## src/sv/loget_pkg.sv

```systemverilog
// loget_pkg: shared widths, register indexes and record types for the
// 5x5 laplacian-of-gaussian edge marker; no dependencies
`default_nettype none

package loget_pkg;

   // image limits and field widths
   localparam int MAX_WIDTH    = 1024;
   localparam int MAX_HEIGHT   = 4096;
   localparam int PIX_W        = 8;
   localparam int COL_W        = $clog2(MAX_WIDTH);
   localparam int ROW_W        = $clog2(MAX_HEIGHT);
   localparam int WREG_W       = 11;
   localparam int HREG_W       = 13;
   localparam int THR_W        = 13;
   localparam int RESP_W       = 14;
   localparam int LINES        = 4;
   localparam int WIN          = 5;
   localparam int WORD_W       = LINES * PIX_W;
   localparam int MIN_DIM      = 5;
   localparam int BORDER       = 2;

   // result queue
   localparam int FIFO_DEPTH   = 8;
   localparam int FIFO_AW      = $clog2(FIFO_DEPTH);
   localparam int FIFO_CNT_W   = FIFO_AW + 1;
   localparam int FLIGHT_W     = 2;

   // register port
   localparam int CSR_IDX_W    = 2;
   localparam int CSR_DATA_W   = 13;
   localparam logic [CSR_IDX_W-1:0] CSR_IMAGE_WIDTH    = 2'd0;
   localparam logic [CSR_IDX_W-1:0] CSR_IMAGE_HEIGHT   = 2'd1;
   localparam logic [CSR_IDX_W-1:0] CSR_EDGE_THRESHOLD = 2'd2;

   // reset values of the registers
   localparam logic [WREG_W-1:0] WIDTH_RESET  = 11'd1024;
   localparam logic [HREG_W-1:0] HEIGHT_RESET = 13'd1024;
   localparam logic [THR_W-1:0]  THR_RESET    = 13'd255;

   // position of one pixel as it enters the pipeline
   typedef struct packed {
      logic [COL_W-1:0] addr;
      logic             emit;
      logic             last;
      logic [ROW_W-1:0] out_row;
      logic [COL_W-1:0] out_col;
   } pos_type;

   // one finished result
   typedef struct packed {
      logic [ROW_W-1:0] out_row;
      logic [COL_W-1:0] out_col;
      logic             mark;
      logic             last;
   } rsp_type;

endpackage

`default_nettype wire

```

## src/sv/loget_out_fifo.sv

```systemverilog
// loget_out_fifo: small result queue between the filter and the output
// channel; depends on loget_pkg
`default_nettype none

module loget_out_fifo (
   input  logic                                 clock,
   input  logic                                 reset,
   input  logic                                 push,
   input  loget_pkg::rsp_type                   push_data,
   input  logic                                 pop,
   output logic                                 not_empty,
   output loget_pkg::rsp_type                   head,
   output logic [loget_pkg::FIFO_CNT_W-1:0]     count
);

   loget_pkg::rsp_type                  slot_ff [loget_pkg::FIFO_DEPTH];
   logic [loget_pkg::FIFO_AW-1:0]       wr_ptr_ff, rd_ptr_ff;
   logic [loget_pkg::FIFO_CNT_W-1:0]    count_ff;

   // pointers and fill count
   always_ff @(posedge clock) begin
      if (reset) begin
         wr_ptr_ff <= '0;
         rd_ptr_ff <= '0;
         count_ff  <= '0;
      end else begin
         if (push)
            wr_ptr_ff <= wr_ptr_ff + 1'b1;
         if (pop)
            rd_ptr_ff <= rd_ptr_ff + 1'b1;
         case ({push, pop})
            2'b10:   count_ff <= count_ff + 1'b1;
            2'b01:   count_ff <= count_ff - 1'b1;
            default: count_ff <= count_ff;
         endcase
      end
   end

   // entry storage
   always_ff @(posedge clock) begin
      if (push)
         slot_ff[wr_ptr_ff] <= push_data;
   end

   assign not_empty = (count_ff != '0);
   assign head      = slot_ff[rd_ptr_ff];
   assign count     = count_ff;

endmodule

`default_nettype wire

```

## config.mk

```make
export PLATFORM = sky130hd
export DESIGN_NAME = loget_out_fifo
export DESIGN_NICKNAME = d
export VERILOG_FILES = /design/src/sv/loget_pkg.sv /design/src/sv/loget_out_fifo.sv
export SDC_FILE = /design/constraint.sdc
export NUM_CORES = 1
export LEC_CHECK = 0
export ABC_AREA = 1
export BUFFER_PORTS_ARGS = -buffer_cell sky130_fd_sc_hd__buf_2
export CORE_MARGIN = 2
export CORE_UTILIZATION = 40
export DETAILED_ROUTE_END_ITERATION = 10
export HOLD_SLACK_MARGIN = 0.08
export PLACE_DENSITY = 0.65
export SLEW_MARGIN = 20
export SYNTH_ARGS = -nofsm -noshare
export SYNTH_HDL_FRONTEND = slang
export SYNTH_SLANG_ARGS = --single-unit
export TNS_END_PERCENT = 100
```

## constraint.sdc

```tcl
create_clock -name clock -period 3.16 [get_ports clock]
set_input_delay 0.158 -clock clock [delete_from_list [all_inputs] [get_ports clock]]
set_output_delay 0.158 -clock clock [all_outputs]
set_load 0.02 [all_outputs]
```

=== After elaboration in Yosys (flattened, before gate mapping) ===
Memory sizes are Yosys's and may differ from the RTL's. A register that Yosys moved wholly into a read port is not among the register bits.
Index checks and enable logic that the tools add are counted.
Widths: inputs -> output; s select.

* Memories: 1
* Word-level logic and storage cells: 17
* Output and inout port bits: 29
* RAM bits: 192
* Flip-flop bits (word level): 10

{| class="wikitable"
|+ Memory list
! memory !! words !! width !! read ports !! clocked after memory_dff !! write ports !! line !! source
|-
| slot_ff || 8 || 24 || 1 || 1 || 1 || loget_out_fifo.sv:16 || <nowiki>loget_pkg::rsp_type slot_ff [loget_pkg::FIFO_DEPTH];</nowiki>
|}

* Equality and inequality tests: 2
* Mux-type cells: 5
* Add/subtract/negate cells: 4
* Reductions and logical operators: 2

{| class="wikitable"
|+ Operators by type and width
! cell !! count
|-
| $pmux 4 s2 || 1
|-
| $add 3x1->3 const B || 2
|-
| $mux 3 || 2
|-
| $add 4x1->4 const B || 1
|-
| $reduce_bool 4->1 || 1
|-
| $sub 4x1->4 const B || 1
|-
| $eq 2x1->1 const B || 1
|-
| $eq 2x2->1 const B || 1
|-
| $mux 1 || 2
|-
| $reduce_bool 2->1 || 1
|}

=== Longest topological paths before layout ===
* Word-level depth: 3
* Mapped depth: 11
* Depth with buffers taken out: 11

=== Worst setup path after synthesis ===
OpenSTA, ideal clock, no wires.

* Path kind: register to register
* Start: register wr_ptr_ff[0] (netlist name)
* End: memory slot_ff[0][0] (netlist name) (enable)
* Data arrival time: 1.683 ns
* Period minus slack after synthesis: 2.088 ns
* Buffers on the path: 0
* Data required time: 2.755 ns
* Cell stages (with the launch flop): 3
* Setup time: 0.405 ns
* Setup slack: 1.072 ns
* Path through: dfxtp_1 -> or2_2 -> nor2_1

{| class="wikitable"
|+ RTL lines
! what !! line !! source
|-
| start: declaration || loget_out_fifo.sv:17 || <nowiki>logic [loget_pkg::FIFO_AW-1:0] wr_ptr_ff, rd_ptr_ff;</nowiki>
|-
| start signal: assignment || loget_out_fifo.sv:28 || <nowiki>wr_ptr_ff <= wr_ptr_ff + 1'b1;</nowiki>
|-
| end: declaration || loget_out_fifo.sv:16 ||
|}

Straight into the memory's write port.

==> flow_summary.yaml <==
placed_design:
  dp_hpwl_mm: 9.513
  port_buffers: 56
  dp.cells: 933
  gp_congestion: 0.7480
critical_path:
  worstPathRequired_ns: 3.00
  reg2reg_setup_slack_ns: 1.57
  r2r-start: "wr_ptr_ff[0]$_SDFFE_PP0P_"
  r2r_cells: 3
  arrival_ns: 2.31
  crit_path_start_kind: "flop"
  critical_path_class: "reg -> out"
  reg2reg_to: "slot_ff[4][5]$_DFFE_PP_"
  cp-end-kind: "primary output"
  crit_fanout: 39
detailed_routing:
  avgViaCountPerCell: 5.041
  post-route-drc-count: 0
  firstDrtPassIters: 4
  routed_wl_mm: 17.07
  initialDrtViolationCount: 313
  ant_nets: 0
  route.detailed.wl_per_inst_um: 17.12
  vias: 5026
timing:
  hold_viol: 0
  period_minus_slack_ns: 2.468
  worst_pin_slew_ns: 1.081
  setup_violations: 0
  rsz0062_at_grt: "no"
  period_share_pct: 78.11
  max_slew_margin_pct: 27.87
  slew_violations: 0
  setup-tns-final_ns: 0
  finClkSkew_ns: 0.005731
  fmax_mhz: 405.2
power:
  ir_drop_v: 0.0003630
  leakage_nw: 3.391
  p_per_area_mw_per_mm2: 620.9
floorplanning:
  die_w_um: 147.0
  io_pins: 57
  start_util_pct: 40.55
  core_area_mm2: 0.02017
  rows: 52
  die_area_mm2: 0.02160
  die_h_um: 147.0
cells_and_area:
  fin_nets: 746
  finalNonFillerCells: 997
  area_growth_pct: 17.30
  num_antenna_cells: 0
  drive_gt1_share_pct: 16.64
  fin_util_pct: 47.56
logic_synthesis:
  syn_inst: 627
  syn_nets: 660
  yosys_most_used_dff: "edfxtp_1"
  synth_area_leaders: "edfxtp_1, nor2_1, nand2_1"
  ys_seq_elements: 205
  netlist-cell-type-count: 27
  synth_warnings: 0
  yosysTopAreaCell: "edfxtp_1"
  ys_seq_area_share_pct: 73.68
  synth_commonest_cells: "edfxtp_1, nor2_1, nand2_1"
  synth_top_cell_area_share_pct: 70.50
  synth_area_mm2: 0.008178
  synth_edf_count: 192
  yosysMostFrequentCell: "edfxtp_1"
  async_reset_ff_share_pct: 0
  avgSynthCellArea_um2: 13.04
cts:
  cts_sinks: 205
  cts.clk_slew.worst_paths_ns: 0.06
  root_buffer: "clkbuf_16"
  numCtsBuffers: 21
  clkLatencyLatePin_ns: 0.48
  htreeDepth: 1
  postCtsResizedCells: 0
  cts_setup_buffers: 0
  cts_buffer_depth: 3
  cts_tree: "yes"
hold_path:
  min_from: "push_data[13]"
  min_to: "slot_ff[7][13]$_DFFE_PP_"
  hold_depth: 2
  hold_class: "in -> reg"
global_route:
  grt_max_degree: 43
  grt_use_total_pct: 15.73
  grt_overflow_total: 0
  grt_pass1_vias: 4992
  antenna_found_initial: 0
  grt_pass1_wl_mm: 26.75
status:
  outcome: "finished, final reports clean"
run:
  maxCapViolCount: 0
[power by group]
group,leakage [nW],internal (mW),switching (mW)
Clock,0.308,1.30,0.949
Combinational,1.23,0.216,0.407
Sequential,1.85,3.04,0.0426
[state kept, by name, indices dropped and copies added, names as in the netlist, named ones only]
register	flops
rd_ptr_ff	3
slot_ff	192
wr_ptr_ff	3
count	4
[how the worst max path moves through the flow]
stage                                         end  cells after the start
final                                    head[21]                      6
after global routing                     head[21]                      8
after CTS                                head[21]                      6
after detailed placement                 head[21]                      6
after global placement                    head[8]                      7
after floorplan           slot_ff[0][0]$_DFFE_PP_                      2
[timing repair]
| action | in CTS | in global routing |
|---|---|---|
| hold endpoints to repair | 205 | 0 |
| hold buffers | 27 | 0 |
| setup endpoints to repair | 0 | 0 |
[cell usage in the layout, fill, tap and decap left out, types with 3 or more instances in the layout]
cell type      Yosys  layout
a211oi_1           3       3
dlygate4sd3_1      0      27
mux2i_1           24      24
inv_1             15      15
clkinv_2           0       4
clkinv_1           0       4
edfxtp_1         192     192
dfxtp_1           13      11
o22ai_1           24      24
nand2_1           88      88
buf_4              4      13
nor2_1           102      94
buf_2             12      56
nor2_2            10      18
o21ai_1           35      35
clkbuf_1           6       4
ha_1               5       5
xnor2_1            3       3
a21oi_1            7       7
nand3_1            4       4
clkbuf_16          0      21
o21ai_0           63      63
[per-layer routing]
layer	vias to the layer above	routed length, um	track usage, %	share of wire [%]
met5	-	0	0	0
met4	0	223	3.654	1.3
met3	17	876	2.391	5.1
met2	105	8637	27.72	51
met1	2479	7330	20.70	43
li1	2425	-	-	-
[stage by stage]
stage | total power [mW] | setup WS [ns] | hold WS (ns) | instance area (um2)
finish | 5.957 | 0.6918 | 0.4662 | 9593
global route | 6.205 | 0.4854 | 0.4909 | 9593
CTS | 6.024 | 0.6639 | 0.4716 | 9593
detailed placement | 3.747 | 1.190 | 0.4318 | 8695
global placement | 3.721 | 1.240 | 0.4222 | 8695
floorplan | 3.560 | 1.072 | 0.2569 | 8178
[kinds of logic (layout without fill, tap and decap cells)]
| logic type | after synthesis | after routing | share of synthesized area (%) |
|---|---|---|---|
| and+or+nand+nor | 208 | 208 | 10.04 |
| AOI/OAI and AO/OA | 132 | 132 | 8.537 |
| DFF | 205 | 205 | 73.68 |
| buffers and inverters | 50 | 150 | 3.718 |
| adders and majority gates | 5 | 5 | 0.7650 |
| xor gates and xnor gates | 3 | 3 | 0.3214 |
| muxes | 24 | 24 | 2.938 |
[critical path, cell delays in order, from the launching register on]
cell and delay, ns:
dfxtp_4 0.53, buf_4 0.49, o21ai_0 0.17, o22ai_1 0.20, nand2_1 0.07, nand2_1 0.15, buf_2 0.18
[cell type report]
class / instances / area, um2
clock buffer: 25 / 540.5
fill: 1778 / 10580
clock inverter: 12 / 87.58
inverter: 16 / 60.06
timing repair buffer: 97 / 668.1
multi-input combinational: 372 / 1868
tap: 270 / 337.8
sequential: 205 / 6031
No activity file was read; power rests on OpenSTA's default activity.
