`src/sv/loget_pkg.sv`:
```
// loget_pkg: shared widths, register indexes and record types for the
// 5x5 laplacian-of-gaussian edge marker; no dependencies
`default_nettype none

package loget_pkg;

   // image limits and field widths
   localparam int MAX_WIDTH    = 1024;
   localparam int MAX_HEIGHT   = 4096;
   localparam int PIX_W        = 8;
   localparam int COL_W        = $clog2(MAX_WIDTH);
   localparam int ROW_W        = $clog2(MAX_HEIGHT);
   localparam int WREG_W       = 11;
   localparam int HREG_W       = 13;
   localparam int THR_W        = 13;
   localparam int RESP_W       = 14;
   localparam int LINES        = 4;
   localparam int WIN          = 5;
   localparam int WORD_W       = LINES * PIX_W;
   localparam int MIN_DIM      = 5;
   localparam int BORDER       = 2;

   // result queue
   localparam int FIFO_DEPTH   = 8;
   localparam int FIFO_AW      = $clog2(FIFO_DEPTH);
   localparam int FIFO_CNT_W   = FIFO_AW + 1;
   localparam int FLIGHT_W     = 2;

   // register port
   localparam int CSR_IDX_W    = 2;
   localparam int CSR_DATA_W   = 13;
   localparam logic [CSR_IDX_W-1:0] CSR_IMAGE_WIDTH    = 2'd0;
   localparam logic [CSR_IDX_W-1:0] CSR_IMAGE_HEIGHT   = 2'd1;
   localparam logic [CSR_IDX_W-1:0] CSR_EDGE_THRESHOLD = 2'd2;

   // reset values of the registers
   localparam logic [WREG_W-1:0] WIDTH_RESET  = 11'd1024;
   localparam logic [HREG_W-1:0] HEIGHT_RESET = 13'd1024;
   localparam logic [THR_W-1:0]  THR_RESET    = 13'd255;

   // position of one pixel as it enters the pipeline
   typedef struct packed {
      logic [COL_W-1:0] addr;
      logic             emit;
      logic             last;
      logic [ROW_W-1:0] out_row;
      logic [COL_W-1:0] out_col;
   } pos_type;

   // one finished result
   typedef struct packed {
      logic [ROW_W-1:0] out_row;
      logic [COL_W-1:0] out_col;
      logic             mark;
      logic             last;
   } rsp_type;

endpackage

`default_nettype wire

```
`src/sv/loget_ctrl.sv`:
```
// loget_ctrl: configuration registers and raster position counters
// depends on loget_pkg
`default_nettype none

module loget_ctrl (
   input  logic                                clock,
   input  logic                                reset,
   input  logic                                csr_we,
   input  logic [loget_pkg::CSR_IDX_W-1:0]     csr_index,
   input  logic [loget_pkg::CSR_DATA_W-1:0]    csr_wdata,
   input  logic                                accept,
   input  logic                                sof,
   output loget_pkg::pos_type                  pos,
   output logic signed [loget_pkg::THR_W-1:0]  threshold
);

   logic [loget_pkg::WREG_W-1:0] width_ff;
   logic [loget_pkg::HREG_W-1:0] height_ff;
   logic [loget_pkg::THR_W-1:0]  thr_ff;
   logic [loget_pkg::COL_W-1:0]  col_ff, col_in;
   logic [loget_pkg::ROW_W-1:0]  row_ff, row_in;
   logic [loget_pkg::WREG_W-1:0] w_eff;
   logic [loget_pkg::HREG_W-1:0] h_eff;
   logic [loget_pkg::COL_W-1:0]  c_cur;
   logic [loget_pkg::ROW_W-1:0]  r_cur;
   logic                         col_end, row_end;

   // configuration writes; unknown indexes are dropped
   always_ff @(posedge clock) begin
      if (reset) begin
         width_ff  <= loget_pkg::WIDTH_RESET;
         height_ff <= loget_pkg::HEIGHT_RESET;
         thr_ff    <= loget_pkg::THR_RESET;
      end else if (csr_we) begin
         case (csr_index)
            loget_pkg::CSR_IMAGE_WIDTH: begin
               width_ff <= csr_wdata[loget_pkg::WREG_W-1:0];
            end
            loget_pkg::CSR_IMAGE_HEIGHT: begin
               height_ff <= csr_wdata[loget_pkg::HREG_W-1:0];
            end
            loget_pkg::CSR_EDGE_THRESHOLD: begin
               thr_ff <= csr_wdata[loget_pkg::THR_W-1:0];
            end
            default: begin
            end
         endcase
      end
   end

   assign threshold = $signed(thr_ff);

   // clamp dimensions, locate the current pixel, step the counters
   always_comb begin
      if (width_ff < loget_pkg::WREG_W'(loget_pkg::MIN_DIM))
         w_eff = loget_pkg::WREG_W'(loget_pkg::MIN_DIM);
      else if (width_ff > loget_pkg::WREG_W'(loget_pkg::MAX_WIDTH))
         w_eff = loget_pkg::WREG_W'(loget_pkg::MAX_WIDTH);
      else
         w_eff = width_ff;

      if (height_ff < loget_pkg::HREG_W'(loget_pkg::MIN_DIM))
         h_eff = loget_pkg::HREG_W'(loget_pkg::MIN_DIM);
      else if (height_ff > loget_pkg::HREG_W'(loget_pkg::MAX_HEIGHT))
         h_eff = loget_pkg::HREG_W'(loget_pkg::MAX_HEIGHT);
      else
         h_eff = height_ff;

      c_cur = sof ? '0 : col_ff;
      r_cur = sof ? '0 : row_ff;

      col_end = ({1'b0, c_cur} >= (w_eff - 1'b1));
      row_end = ({1'b0, r_cur} >= (h_eff - 1'b1));

      pos.addr    = c_cur;
      pos.emit    = (r_cur >= loget_pkg::ROW_W'(2 * loget_pkg::BORDER)) &&
                    (c_cur >= loget_pkg::COL_W'(2 * loget_pkg::BORDER));
      pos.last    = ({1'b0, r_cur} == (h_eff - 1'b1)) &&
                    ({1'b0, c_cur} == (w_eff - 1'b1));
      pos.out_row = r_cur - loget_pkg::ROW_W'(loget_pkg::BORDER);
      pos.out_col = c_cur - loget_pkg::COL_W'(loget_pkg::BORDER);

      if (col_end) begin
         col_in = '0;
         row_in = row_end ? '0 : r_cur + 1'b1;
      end else begin
         col_in = c_cur + 1'b1;
         row_in = r_cur;
      end
   end

   // position counters
   always_ff @(posedge clock) begin
      if (reset) begin
         col_ff <= '0;
         row_ff <= '0;
      end else if (accept) begin
         col_ff <= col_in;
         row_ff <= row_in;
      end
   end

endmodule

`default_nettype wire

```
`config.mk`:
```
export PLATFORM = sky130hd
export DESIGN_NAME = loget_ctrl
export DESIGN_NICKNAME = d
export VERILOG_FILES = /design/src/sv/loget_pkg.sv /design/src/sv/loget_ctrl.sv
export SDC_FILE = /design/constraint.sdc
export NUM_CORES = 1
export LEC_CHECK = 0
export BUFFER_PORTS_ARGS = -buffer_cell sky130_fd_sc_hd__buf_4
export CELL_PAD_IN_SITES_DETAIL_PLACEMENT = 1
export CELL_PAD_IN_SITES_GLOBAL_PLACEMENT = 1
export CORE_MARGIN = 4
export CORE_UTILIZATION = 41
export CTS_BUF_LIST = sky130_fd_sc_hd__clkbuf_8
export CTS_CLUSTER_SIZE = 14
export DETAILED_ROUTE_END_ITERATION = 10
export GPL_TIMING_DRIVEN = 0
export PLACE_DENSITY_LB_ADDON = 0.1
export SLEW_MARGIN = 20
export SYNTH_ARGS = -nofsm -noshare
export SYNTH_HDL_FRONTEND = slang
export SYNTH_SLANG_ARGS = --single-unit
export TNS_END_PERCENT = 1
```
`constraint.sdc`:
```
create_clock -name clock -period 8.8 [get_ports clock]
set_input_delay 2.2 -clock clock [delete_from_list [all_inputs] [get_ports clock]]
set_output_delay 2.2 -clock clock [all_outputs]
set_load 0.02 [all_outputs]
```
# Yosys cells after proc, flatten, opt, wreduce, memory -nomap -nowiden
# Cells that the tools add are included.
[word_totals]
regBits = 59
[classes]
addsub = 6
magnitude_cmp = 8
n_eq_ne = 4
muxes = 9
reduce_logical = 6
[ops]
columns = ["op", "n"]
rows = [
  ["$mux W12", 3],
  ["$mux W13", 2],
  ["$mux W11", 2],
  ["$mux W10", 2],
  ["$eq A12 B13 Y1", 1],
  ["$ge A12 B13 Y1", 1],
  ["$gt A13 B13 Y1 const B", 1],
  ["$lt A13 B3 Y1 const B", 1],
  ["$sub A13 B1 Y13 const B", 1],
  ["$add A12 B1 Y12 const B", 1],
  ["$ge A12 B3 Y1 const B", 1],
  ["$sub A12 B2 Y12 const B", 1],
  ["$eq A10 B11 Y1", 1],
  ["$ge A10 B11 Y1", 1],
  ["$gt A11 B11 Y1 const B", 1],
  ["$lt A11 B3 Y1 const B", 1],
  ["$sub A11 B1 Y11 const B", 1],
  ["$add A10 B1 Y10 const B", 1],
  ["$ge A10 B3 Y1 const B", 1],
  ["$sub A10 B2 Y10 const B", 1],
  ["$reduce_and A2 Y1", 3],
  ["$eq A2 B1 Y1 const B", 1],
  ["$eq A2 B2 Y1 const B", 1],
  ["$logic_and A1 B1 Y1", 2],
  ["$logic_not A2 Y1", 1],
]

# Longest topological paths before layout
[depth]
depth_word = 7
depth_mapped = 18
mapped_depth_nobuf = 18

# Worst setup path after synthesis
# No wires, ideal clock.
[synth_path]
path_kind = "input-to-output"
start = "input sof"
end = "output pos[22] (netlist name)"
arrival_ps = 4003
slack_ps = 2597
stages = 9
path_buffers = 3
path_cell_list = "buf_6 -> clkbuf_1 -> clkbuf_1 -> nor2b_1 -> ha_1 -> nand3_1 -> nor3_1 -> nand3_1 -> nor3_1"
[synth_rtl]
columns = ["element", "line_no", "text"]
rows = [
  ["start, declared", "loget_ctrl.sv:12", "input logic sof,"],
  ["end, declared", "loget_ctrl.sv:13", "output loget_pkg::pos_type pos,"],
]

==> results.sh <==
export IMPL_grt_use_met1=0.322
export IMPL_die_x_microns=109
export IMPL_seq_area_frac_synth=0.282
export IMPL_avgSynthCellArea_sq_um=7.38
export IMPL_syn_to_final_growth_pct=20.8
export IMPL_synth_flop_cell="dfxtp_1"
export IMPL_path_max_fanout=10
export IMPL_worstReg2RegStart="height_ff[5]$_SDFFE_PP0P_"
export IMPL_cp_slowest_stage_delay_ns=0.42
export IMPL_vias_per_cell=5.50
export IMPL_hp_start="col_ff[1]$_SDFFE_PP0P_"
export IMPL_clkTransAtPathRegs_ns=0.07
export IMPL_hold_path_class="flop to flop"
export IMPL_io_buffers=64
export IMPL_antenna_cells=0
export IMPL_setup_tns_ns=0
export IMPL_initial_core_util=0.425
export IMPL_worstPathArrival_ns=4.64
export IMPL_clock_root_buffer="clkbuf_8"
export IMPL_hold_violations=0
export IMPL_finalSetupViolCount=0
export IMPL_synth_compound_area_frac=0.184
export IMPL_clk_path_buf_depth=2
export IMPL_wl_per_cell_microns=17.6
export IMPL_core_sq_um=9860
export IMPL_synth_top_area_share=0.282
export IMPL_synth_ff_latch_count=59
export IMPL_grt_pass1_wl_microns=22700
export IMPL_worstPathCellList="buf_4 > buf_6 > clkbuf_1 > clkbuf_1 > nor2b_1 > ha_1 > nand3_1 > nor3_1 > nand3_1 > nor3_1 > buf_4"
export IMPL_gr_usage_all_layers=0.245
export IMPL_outcome="completed"
export IMPL_maxCapViolations=0
export IMPL_globalRouteMet2Util=0.415
export IMPL_cts_repair_resized=0
export IMPL_cp_start_kind="input port"
export IMPL_cts_tree="done"
export IMPL_ff_latch_area_sq_um=1180
export IMPL_wirelength_microns=13800
export IMPL_gp_congestion=0.832
export IMPL_hold_worst_slack_ns=0.464
export IMPL_synth_area_sq_um=4190
export IMPL_power_leakage_nw=2.13
export IMPL_crit_start="sof"
export IMPL_grt_max_degree=12
export IMPL_skew_ns=0.00563
export IMPL_max_freq_mhz=146
export IMPL_synth_xor_area_frac=0.0418
export IMPL_critPathCaptureType="output pin"
export IMPL_fill_cells=1293
export IMPL_vias=4292
export IMPL_antenna_found_initial=0
export IMPL_cts_sinks=59
export IMPL_synth_top_family_by_area="simple AND/OR/NAND/NOR gates"
export IMPL_grtUsageMet3=0.0403
export IMPL_crit_type="input port to output pin"
export IMPL_relSlewSlack=0.597
export IMPL_synth_area_mux_share=0.0340
export IMPL_cts_buffers=9
export IMPL_clk_latency_ns=0.36
export IMPL_die_h_microns=109
export IMPL_tightest_slew_ns=0.596
export IMPL_yosysWarningCount=0
export IMPL_max_vdd_ir_drop_uv=62.9
export IMPL_ant_nets=0
export IMPL_synth_edf_count=0
export IMPL_top_usage_layer="met2"
export IMPL_drc=0
export IMPL_grt_setup_unrepaired="false"
export IMPL_htreeDepth=3
export IMPL_drive_above_1_share=0.164
export IMPL_yosysTopAreaCell="dfxtp_1"
export IMPL_slew_violations=0
export IMPL_synth_fa_ha_area_frac=0.0955
export IMPL_finalNetCount=695
export IMPL_synth_cells=568
export IMPL_multi_input_area_sq_um=2800
export IMPL_timing_final_crit_period_ns=6.84
export IMPL_cp_slowest_cell="clkbuf_1"
export IMPL_synth_common_cells="95 x nand2_1, 59 x dfxtp_1, 57 x nor2_1, 46 x a21oi_1, 32 x ha_1"
export IMPL_num_rows=36
export IMPL_synth_cell_types=58
export IMPL_ioPinCount=67
export IMPL_ys_async_sr_fraction=0
export IMPL_first_iter_violations=150
export IMPL_drtPass1Iterations=4
export IMPL_die_area_sq_um=11900
export IMPL_detailed_place_hpwl_microns=10700
export IMPL_synthSimpleGateAreaFrac=0.312
export IMPL_grt_pass1_vias=4464
export IMPL_synth_area_leaders="dfxtp_1 28%, ha_1 9.5%, nand2_1 8.5%"
export IMPL_holdBufCountCts=0
export IMPL_finalCritPeriodShare=0.778
export IMPL_yosysMostFrequentCell="nand2_1"
export IMPL_powerDensity_nw_per_um2=141
export IMPL_crit_required_ns=6.60
export IMPL_overflow=0
export IMPL_cts_setup_buffers=0
export IMPL_synth_fp_nets=620
## placed cells by master (no fill, tap or decap), drive strengths merged, types with 3 or more instances in the layout
master  count
a211oi      7
a21oi      46
a22oi       7
a31oi       4
and3        3
buf        72
clkbuf     27
dfxtp      59
ha         32
inv        26
mux2i      12
nand2      96
nand2b      8
nand3      29
nand3b      5
nand4       6
nor2       59
nor2b      18
nor3       19
nor4        4
o211ai      3
o21ai      35
o21bai      4
o32ai       3
or3         9
xnor2      15
xor2        5
## cell type report
type                       instances  share of cell area
multi-input combinational        458               0.553
inverter                          26              0.0193
tap                              133              0.0328
sequential                        59               0.233
buffer                            25              0.0225
timing repair buffer              64              0.0948
clock inverter                     6              0.0175
clock buffer                      10              0.0272
## final timing paths
check | slack [ns] | cells past startpoint | endpoint
min reg2reg | 0.46 | 2 | col_ff[1]$_SDFFE_PP0P_
max | 1.96 | 11 | pos[22]
min | 0.46 | 2 | col_ff[1]$_SDFFE_PP0P_
max reg2reg | 4.33 | 17 | row_ff[2]$_SDFFE_PP0P_
## flip-flops by register name, indices dropped and copies added (netlist names)
signal / flops
width_ff: 11
threshold: 13
col_ff: 10
row_ff: 12
height_ff: 13
## worst max-delay path: cells and delay by family
family	cells	cell delay, ns
simple gates	5	0.87
fa+ha+maj	1	0.33
buf+inv	5	1.22
## report_power, final
group | total (mW) | switching (mW) | internal (mW) | leakage, nW
Combinational | 0.142 | 0.0846 | 0.0575 | 1.54
Clock | 0.291 | 0.124 | 0.167 | 0.108
Sequential | 0.283 | 0.00796 | 0.275 | 0.480
Total | 0.716 | 0.217 | 0.499 | 2.13
## logic make-up after synthesis
family,after synthesis
fa+ha+maj,32
compound gates,124
simple gates,268
flops,59
xor+xnor,20
mux,14
buf+inv,51
## layer usage
layer | up-vias | part of all wire
met4 | 0 | 0.010
met2 | 49 | 0.49
met5 | - | 0
met3 | 13 | 0.022
li1 | 2133 | -
met1 | 2097 | 0.48
## stage by stage
stage	total power [mW]	setup WS, ns	cell area, sq um	cells	utilization
3_5_place_dp	0.431	2.01	4840	765	0.491
4_1_cts	0.720	2.00	5070	781	0.514
3_3_place_gp	0.425	2.03	4840	765	0.491
5_1_grt	0.749	1.76	5070	781	0.514
2_1_floorplan	0.383	2.60	4190	568	-
6_report	0.716	1.96	5070	781	0.514
(Power assumes the default switching activity.)
