$ cat src/sv/loget_pkg.sv
// loget_pkg: shared widths, register indexes and record types for the
// 5x5 laplacian-of-gaussian edge marker; no dependencies
`default_nettype none

package loget_pkg;

   // image limits and field widths
   localparam int MAX_WIDTH    = 1024;
   localparam int MAX_HEIGHT   = 4096;
   localparam int PIX_W        = 8;
   localparam int COL_W        = $clog2(MAX_WIDTH);
   localparam int ROW_W        = $clog2(MAX_HEIGHT);
   localparam int WREG_W       = 11;
   localparam int HREG_W       = 13;
   localparam int THR_W        = 13;
   localparam int RESP_W       = 14;
   localparam int LINES        = 4;
   localparam int WIN          = 5;
   localparam int WORD_W       = LINES * PIX_W;
   localparam int MIN_DIM      = 5;
   localparam int BORDER       = 2;

   // result queue
   localparam int FIFO_DEPTH   = 8;
   localparam int FIFO_AW      = $clog2(FIFO_DEPTH);
   localparam int FIFO_CNT_W   = FIFO_AW + 1;
   localparam int FLIGHT_W     = 2;

   // register port
   localparam int CSR_IDX_W    = 2;
   localparam int CSR_DATA_W   = 13;
   localparam logic [CSR_IDX_W-1:0] CSR_IMAGE_WIDTH    = 2'd0;
   localparam logic [CSR_IDX_W-1:0] CSR_IMAGE_HEIGHT   = 2'd1;
   localparam logic [CSR_IDX_W-1:0] CSR_EDGE_THRESHOLD = 2'd2;

   // reset values of the registers
   localparam logic [WREG_W-1:0] WIDTH_RESET  = 11'd1024;
   localparam logic [HREG_W-1:0] HEIGHT_RESET = 13'd1024;
   localparam logic [THR_W-1:0]  THR_RESET    = 13'd255;

   // position of one pixel as it enters the pipeline
   typedef struct packed {
      logic [COL_W-1:0] addr;
      logic             emit;
      logic             last;
      logic [ROW_W-1:0] out_row;
      logic [COL_W-1:0] out_col;
   } pos_type;

   // one finished result
   typedef struct packed {
      logic [ROW_W-1:0] out_row;
      logic [COL_W-1:0] out_col;
      logic             mark;
      logic             last;
   } rsp_type;

endpackage

`default_nettype wire

$ cat src/sv/loget_filter.sv
// loget_filter: line buffer write-back, 5x5 window, laplacian-of-gaussian
// sums and threshold compare; depends on loget_pkg
`default_nettype none

module loget_filter (
   input  logic                                clock,
   input  logic                                reset,
   input  logic                                accept,
   input  logic [loget_pkg::PIX_W-1:0]         pixel,
   input  loget_pkg::pos_type                  pos,
   input  logic signed [loget_pkg::THR_W-1:0]  threshold,
   input  logic [loget_pkg::WORD_W-1:0]        rd_data,
   output logic                                wr_en,
   output logic [loget_pkg::COL_W-1:0]         wr_addr,
   output logic [loget_pkg::WORD_W-1:0]        wr_data,
   output logic                                push,
   output loget_pkg::rsp_type                  push_data,
   output logic [loget_pkg::FLIGHT_W-1:0]      in_flight
);

   localparam int P = loget_pkg::PIX_W;
   localparam int N = loget_pkg::WIN;
   localparam int C = loget_pkg::BORDER;

   // stage 1: column word returns from memory
   logic                        v1_ff;
   logic [P-1:0]                pix1_ff;
   loget_pkg::pos_type          pos1_ff;
   // stage 2: window holds this item's neighborhood
   logic                        v2_ff;
   loget_pkg::pos_type          pos2_ff;
   // stage 3: partial sums
   logic                        v3_ff;
   loget_pkg::pos_type          pos3_ff;
   logic [P-1:0]                ctr_ff;
   logic [P+1:0]                ax_ff;
   logic [P+2:0]                oth_ff;

   logic [P-1:0]                win_ff [N][N];
   logic [P-1:0]                win_in [N][N];
   logic [P-1:0]                column [N];
   logic [P+1:0]                ax_in;
   logic [P+2:0]                oth_in;
   logic signed [loget_pkg::RESP_W-1:0] resp;

   // pipeline control
   always_ff @(posedge clock) begin
      if (reset) begin
         v1_ff <= 1'b0;
         v2_ff <= 1'b0;
         v3_ff <= 1'b0;
      end else begin
         v1_ff <= accept;
         v2_ff <= v1_ff;
         v3_ff <= v2_ff;
      end
   end

   always_ff @(posedge clock) begin
      if (accept) begin
         pix1_ff <= pixel;
         pos1_ff <= pos;
      end
      pos2_ff <= pos1_ff;
      pos3_ff <= pos2_ff;
   end

   // shift the line buffers up by one row and append the new pixel
   always_comb begin
      for (int i = 0; i < loget_pkg::LINES; i++)
         column[i] = rd_data[i*P +: P];
      column[N-1] = pix1_ff;
      wr_en   = v1_ff;
      wr_addr = pos1_ff.addr;
      wr_data = {pix1_ff, rd_data[loget_pkg::WORD_W-1:P]};
   end

   // window shift: oldest column leaves at index 0
   always_comb begin
      for (int i = 0; i < N; i++) begin
         for (int j = 0; j < N - 1; j++)
            win_in[i][j] = win_ff[i][j+1];
         win_in[i][N-1] = column[i];
      end
   end

   always_ff @(posedge clock) begin
      if (reset) begin
         for (int i = 0; i < N; i++)
            for (int j = 0; j < N; j++)
               win_ff[i][j] <= '0;
      end else if (v1_ff) begin
         win_ff <= win_in;
      end
   end

   // partial sums: near axis taps, and diagonal plus far axis taps
   always_comb begin
      ax_in  = (P+2)'(win_ff[C-1][C]) + (P+2)'(win_ff[C+1][C]) +
               (P+2)'(win_ff[C][C-1]) + (P+2)'(win_ff[C][C+1]);
      oth_in = ((P+3)'(win_ff[C-1][C-1]) + (P+3)'(win_ff[C-1][C+1])) +
               ((P+3)'(win_ff[C+1][C-1]) + (P+3)'(win_ff[C+1][C+1])) +
               ((P+3)'(win_ff[0][C])     + (P+3)'(win_ff[N-1][C])) +
               ((P+3)'(win_ff[C][0])     + (P+3)'(win_ff[C][N-1]));
   end

   always_ff @(posedge clock) begin
      ctr_ff <= win_ff[C][C];
      ax_ff  <= ax_in;
      oth_ff <= oth_in;
   end

   // response = 16*centre - 2*near - others, then compare
   always_comb begin
      resp = $signed({2'b00, ctr_ff, 4'b0000}) -
             $signed({3'b000, ax_ff, 1'b0}) -
             $signed({3'b000, oth_ff});
      push              = v3_ff && pos3_ff.emit;
      push_data.out_row = pos3_ff.out_row;
      push_data.out_col = pos3_ff.out_col;
      push_data.mark    = (resp > loget_pkg::RESP_W'(threshold));
      push_data.last    = pos3_ff.last;
   end

   // results still on their way to the queue
   assign in_flight = loget_pkg::FLIGHT_W'(v1_ff && pos1_ff.emit) +
                      loget_pkg::FLIGHT_W'(v2_ff && pos2_ff.emit) +
                      loget_pkg::FLIGHT_W'(v3_ff && pos3_ff.emit);

endmodule

`default_nettype wire

$ cat config.mk
export PLATFORM = sky130hd
export DESIGN_NAME = loget_filter
export DESIGN_NICKNAME = d
export VERILOG_FILES = /design/src/sv/loget_pkg.sv /design/src/sv/loget_filter.sv
export SDC_FILE = /design/constraint.sdc
export NUM_CORES = 1
export LEC_CHECK = 0
export ABC_AREA = 1
export BUFFER_PORTS_ARGS = -buffer_cell sky130_fd_sc_hd__buf_2
export CORE_MARGIN = 2
export CORE_UTILIZATION = 55
export CTS_CLUSTER_SIZE = 28
export DETAILED_ROUTE_END_ITERATION = 8
export PLACE_DENSITY = 0.87
export REMOVE_ABC_BUFFERS = 1
export SYNTH_ARGS = -nofsm -noshare
export SYNTH_HDL_FRONTEND = slang
export SYNTH_SLANG_ARGS = --single-unit
$ cat constraint.sdc
create_clock -name clock -period 4.5 [get_ports clock]
set_clock_uncertainty 0.2 [all_clocks]
set_input_delay 0.225 -clock clock [delete_from_list [all_inputs] [get_ports clock]]
set_output_delay 0.225 -clock clock [all_outputs]
set_load 0.02 [all_outputs]
# Yosys cells after proc, flatten, opt, wreduce, memory -nomap -nowiden
# Index checks and enable logic that the tools add are counted.
op_classes:
  order_cmp: 1
  n_addsub: 14
  multipliers: 0
  n_bitwise: 0
  reduce_logical: 3
  shift: 0
  n_eq_ne: 0
  n_mux: 0
  n_div: 0
op_table:
  columns: ["operator", "n"]
  rows:
  - ["$add A8 B8 Y9", 5]
  - ["$gt A14 B13 Y1", 1]
  - ["$sub A13 B12 Y14", 1]
  - ["$sub A12 B11 Y13", 1]
  - ["$add A10 B9 Y11", 1]
  - ["$add A11 B9 Y11", 1]
  - ["$add A10 B8 Y10", 1]
  - ["$add A9 B8 Y10", 1]
  - ["$add A9 B9 Y10", 1]
  - ["$logic_and A1 B1 Y1", 3]
  - ["$add A1 B1 Y2", 1]
  - ["$add A2 B1 Y2", 1]
word_totals:
  mem_bits_rw: 0
  rom_bits: 0
  register_bits: 274
  memories: 0
  input_bits: 90
  latch_bits: 0

# Logic depth before layout (Yosys ltp)
logic_depth:
  depth_word: 4
  depth_mapped: 25

# Least setup slack after synthesis
# No wires, ideal clock.
synth_timing:
  path_kind: "register to register"
  from: "register win_ff[18] in the netlist's numbering"
  to: "register oth_ff[8]"
  period_less_slack_ps: 3791
  n_path_buf: 0
  stages_incl_launch_ff: 12
  arrival_time_ps: 3519
  required_ps: 4228
  slack_ps: 709
  path_cell_list: "dfxtp_1 fa_1 fa_1 fa_1 fa_1 ha_1 inv_1 fa_1 o21ai_2 a21oi_1 o21bai_1 xor2_1"
synth_between:
  elab_chain_len: 3
synth_lines:
  columns: ["element", "line", "source"]
  rows:
  - ["start: declaration", "loget_filter.sv:39", "logic [P-1:0] win_ff [N][N];"]
  - ["start signal: assignment", "loget_filter.sv:93", "win_ff <= win_in;"]
  - ["$add A8 B8 Y9", "loget_filter.sv:103", "((P+3)'(win_ff[0][C]) + (P+3)'(win_ff[N-1][C])) +"]
  - ["$add A10 B9 Y11", "loget_filter.sv:102", "((P+3)'(win_ff[C+1][C-1]) + (P+3)'(win_ff[C+1][C+1])) +"]
  - ["$add A11 B9 Y11", "loget_filter.sv:103", null]
  - ["via oth_in[8]", "loget_filter.sv:43", "logic [P+2:0] oth_in;"]
  - ["end signal: assignment", "loget_filter.sv:110", "oth_ff <= oth_in;"]
  - ["end: declaration", "loget_filter.sv:37", "logic [P+2:0] oth_ff;"]
# The timed path passes the listed nets, and every way through them passes these cells.
# A chain may end at the register's enable or synchronous reset.

==> impl_metrics.csv <==
group,metric,value,unit
clock_tree,cts_sinks,274,
global_route,gr-total-overflow,0,
synthesis,synth-seq-area-share,0.4911,
floorplanning,die_area,0.02306,sq mm
timing,rsz0062_at_grt,"true",
final_layout,antenna_cells,0,
synthesis,post-synth-top-area-fraction,0.3862,
timing,worst_pin_slew,0.9862,ns
floorplanning,fp-row-count,54,
floorplanning,initial_core_util,0.5562,
setup_path,worst-setup-path-type,"register to output port",
routing,drt_iter0_markers,470,
floorplanning,die_x,151.9,um
global_route,grt_antenna_before_repair,0,
final_layout,final_core_util,0.6742,
synthesis,synth_top_family_by_area,"adder cells",
place,placed_area,0.01257,sq mm
timing,report.final.slew_viol_count,0,
timing,timing.final.ws_setup,0.01589,ns
final_layout,area_growth,21.22,%
final_layout,fin_area,0.01458,sq mm
synthesis,yosys_warnings,0,
synthesis,synth-simple-area-share,0.1381,
timing,fin_crit_sh,0.9965,
synthesis,synthMuxAreaShare,0,
setup_path,rr_endpoint,"oth_ff[8]",
synthesis,syn_area_per_cell,9.476,sq um
power_and_ir_drop,power.density,435.0,mW/mm^2
timing,whs,0.03563,ns
clock_tree,root_buffer,"clkbuf_16",
setup_path,timing.critical_path.mode_cell,"nand2_1",
setup_path,cp_data_required_time,4.07,ns
routing,drt_wl_total,24.95,mm
hold_path,whs_endpoint,"win_ff[40]",
routing,drc,0,
clock_tree,cts_made_buffers,27,
synthesis,syn-instance-count,1269,
clock_tree,clock_path_buffers,3,
place,globalplace.congestion,0.8152,
synthesis,synthArstFlopShare,0,
clock_tree,cts_max_level,1,
place,portBuffers,159,
synthesis,synth_fa_ha_area_frac,0.1634,
floorplanning,core-area,0.02162,sq mm
power_and_ir_drop,peakVddDrop,0.3619,mV
place,placed_cells,1604,
synthesis,ys_types,34,
final_layout,stdcell_count,1735,
synthesis,yosysTopAreaCell,"dfxtp_1",
synthesis,synth_edf_count,42,
clock_tree,clk_pin_slew,0.06,ns
final_layout,layout_common_cells,"327 x nand2_1, 229 x dfxtp_1, 164 x a21oi_1",
routing,ant_nets,0,
floorplanning,dieHeight,151.9,um
setup_path,crit_path_start_kind,"register",
synthesis,synth.area.top_cells,"dfxtp_1 39%, fa_1 11%, nand2_1 11%",
routing,wl_per_cell,14.38,um
synthesis,synth-main-ff-cell,"dfxtp_1",
hold_path,hold_path.class,"primary input to register",
timing,setup_violations,0,
setup_path,r2r-start,"win_ff[81]",
clock_tree,cts_tree,"built",
routing,via_count,8718,
routing,post_drt_via_cell_ratio,5.025,
place,hpwl,15.16,mm
timing,hold_viol_final,0,
hold_path,holdPathStages,3,
place,dp_slack,0.5107,ns
setup_path,r2r_cells,13,
routing,drt_first_pass_iters,5,
global_route,grt_pass1_vias,8823,
setup_path,r2r_slack,0.48,ns
setup_path,cp_max_fo,5,
clock_tree,clk_latency,0.54,ns
hold_path,timing.hold.worst.start,"reset",
timing,maxSlewHeadroom,0.3425,
setup_path,endpoint_kind,"output port",
run,drv_cap,0,
global_route,grt_max_degree,156,
floorplanning,ios,160,
final_layout,layout_commonest_cell,"nand2_1",
power_and_ir_drop,power.total,6.341,mW
final_layout,fin_nets,1642,
status,status,"complete, no violations",
final_layout,layout-drive-gt1-share,0.1842,
timing,finalSetupTns,0,ns
synthesis,synth_xor_area_frac,0.02112,
global_route,grt_usage,0.2055,
setup_path,cp.arrival,4.06,ns
global_route,grt_pass1_wl,40.34,mm
synthesis,synth_compound_gate_area_share,0.09552,
setup_path,critPathMaxStageDelay,0.32,ns
timing,max_freq,0.2230,GHz
power_and_ir_drop,leakage,6.329,nW
synthesis,synth_area,0.01203,sq mm
timing,period_minus_slack,4.484,ns
setup_path,cpMaxStageDelayCell,"dfxtp_1",
synthesis,synth_seq_cells,274,
## report_power, final
part | total, mW | switching [mW] | leakage (nW) | internal, mW
sequential | 2.67 | 0.0602 | 2.31 | 2.61
combinational | 1.30 | 0.766 | 3.56 | 0.538
clock | 2.36 | 0.919 | 0.462 | 1.44
total | 6.34 | 1.74 | 6.33 | 4.60
## cell usage after synthesis, types with 2 or more instances
library cell  number
nand2_1          337
dfxtp_1          232
a21oi_1          172
inv_1            114
fa_1              65
buf_4             57
ha_1              53
edfxtp_1          42
nor2_1            37
buf_2             30
clkbuf_1          21
a211oi_1          17
xor2_1            17
nand3_1           13
xnor2_1           12
o21ai_0            8
nand4_1            6
nand2_2            5
o211ai_1           5
o21bai_1           4
nand3_2            3
a21o_1             2
inv_2              2
nor3_1             2
nor3_2             2
nor4_1             2
o21ai_1            2
## sequential cells by signal, indices dropped and copies added, names as in the netlist
register and flops:
v3_ff 1, ctr_ff 8, pix1_ff 8, push_data 23, pos2_ff 24, oth_ff 11
wr_addr 10, win_ff 152, v2_ff 1, pos1_ff 24, pos3_ff 1, ax_ff 10
wr_en 1
## repair_timing
action / CTS / global route
buffers inserted: 1 / 6
endpoints found under the setup margin: 1 / 1
resized for setup: 3 / 55
hold buffers: 74 / 0
endpoints found under the hold margin: 74 / 0
pin swaps: 1 / 23
## worst max-delay path, delay by kind of cell, from the launching register on
| kind | cells | cell delay (ns) |
|---|---|---|
| flip-flops | 1 | 0.32 |
| AO/OA/AOI/OAI | 3 | 0.39 |
| AND/OR/NAND/NOR | 15 | 1.32 |
| buffers and inverters | 4 | 0.35 |
| XOR/XNOR | 1 | 0.27 |
| adder cells (fa/ha/maj) | 3 | 0.87 |
## cells by family after synthesis
| kind of cell | Yosys count |
|---|---|
| xor+xnor | 29 |
| buf+inv | 224 |
| simple gates | 411 |
| flops | 274 |
| fa+ha+maj | 118 |
| compound gates | 213 |
## worst max path at each step
stage	depth (start not counted)	from	endpoint
floorplan	3	wr_en	win_ff[113]
global placement	11	win_ff[18]	oth_ff[8]
detailed placement	13	win_ff[81]	oth_ff[8]
CTS	22	ax_ff[4]	push_data[1]
global route	26	ax_ff[3]	push_data[1]
finish	26	ax_ff[3]	push_data[1]
## layer usage
metal  wire [um]  track usage  vias to the layer above
met1       10300       0.2463                     4078
met4         705      0.05518                        0
met3        1306      0.04250                       63
met5           0            0                        -
li1            -            -                     4345
met2       12630       0.3756                      232
## area by class of cell
type / count / area [sq um]
Clock inverter: 7 / 150.1
Multi-Input combinational cell: 771 / 5294
Fill cell: 1543 / 7044
Timing Repair Buffer: 244 / 1637
Clock buffer: 43 / 795.8
Sequential cell: 274 / 5912
Inverter: 116 / 437.9
Tap cell: 280 / 350.3
Note: power is estimated with default switching activity, not from simulation.
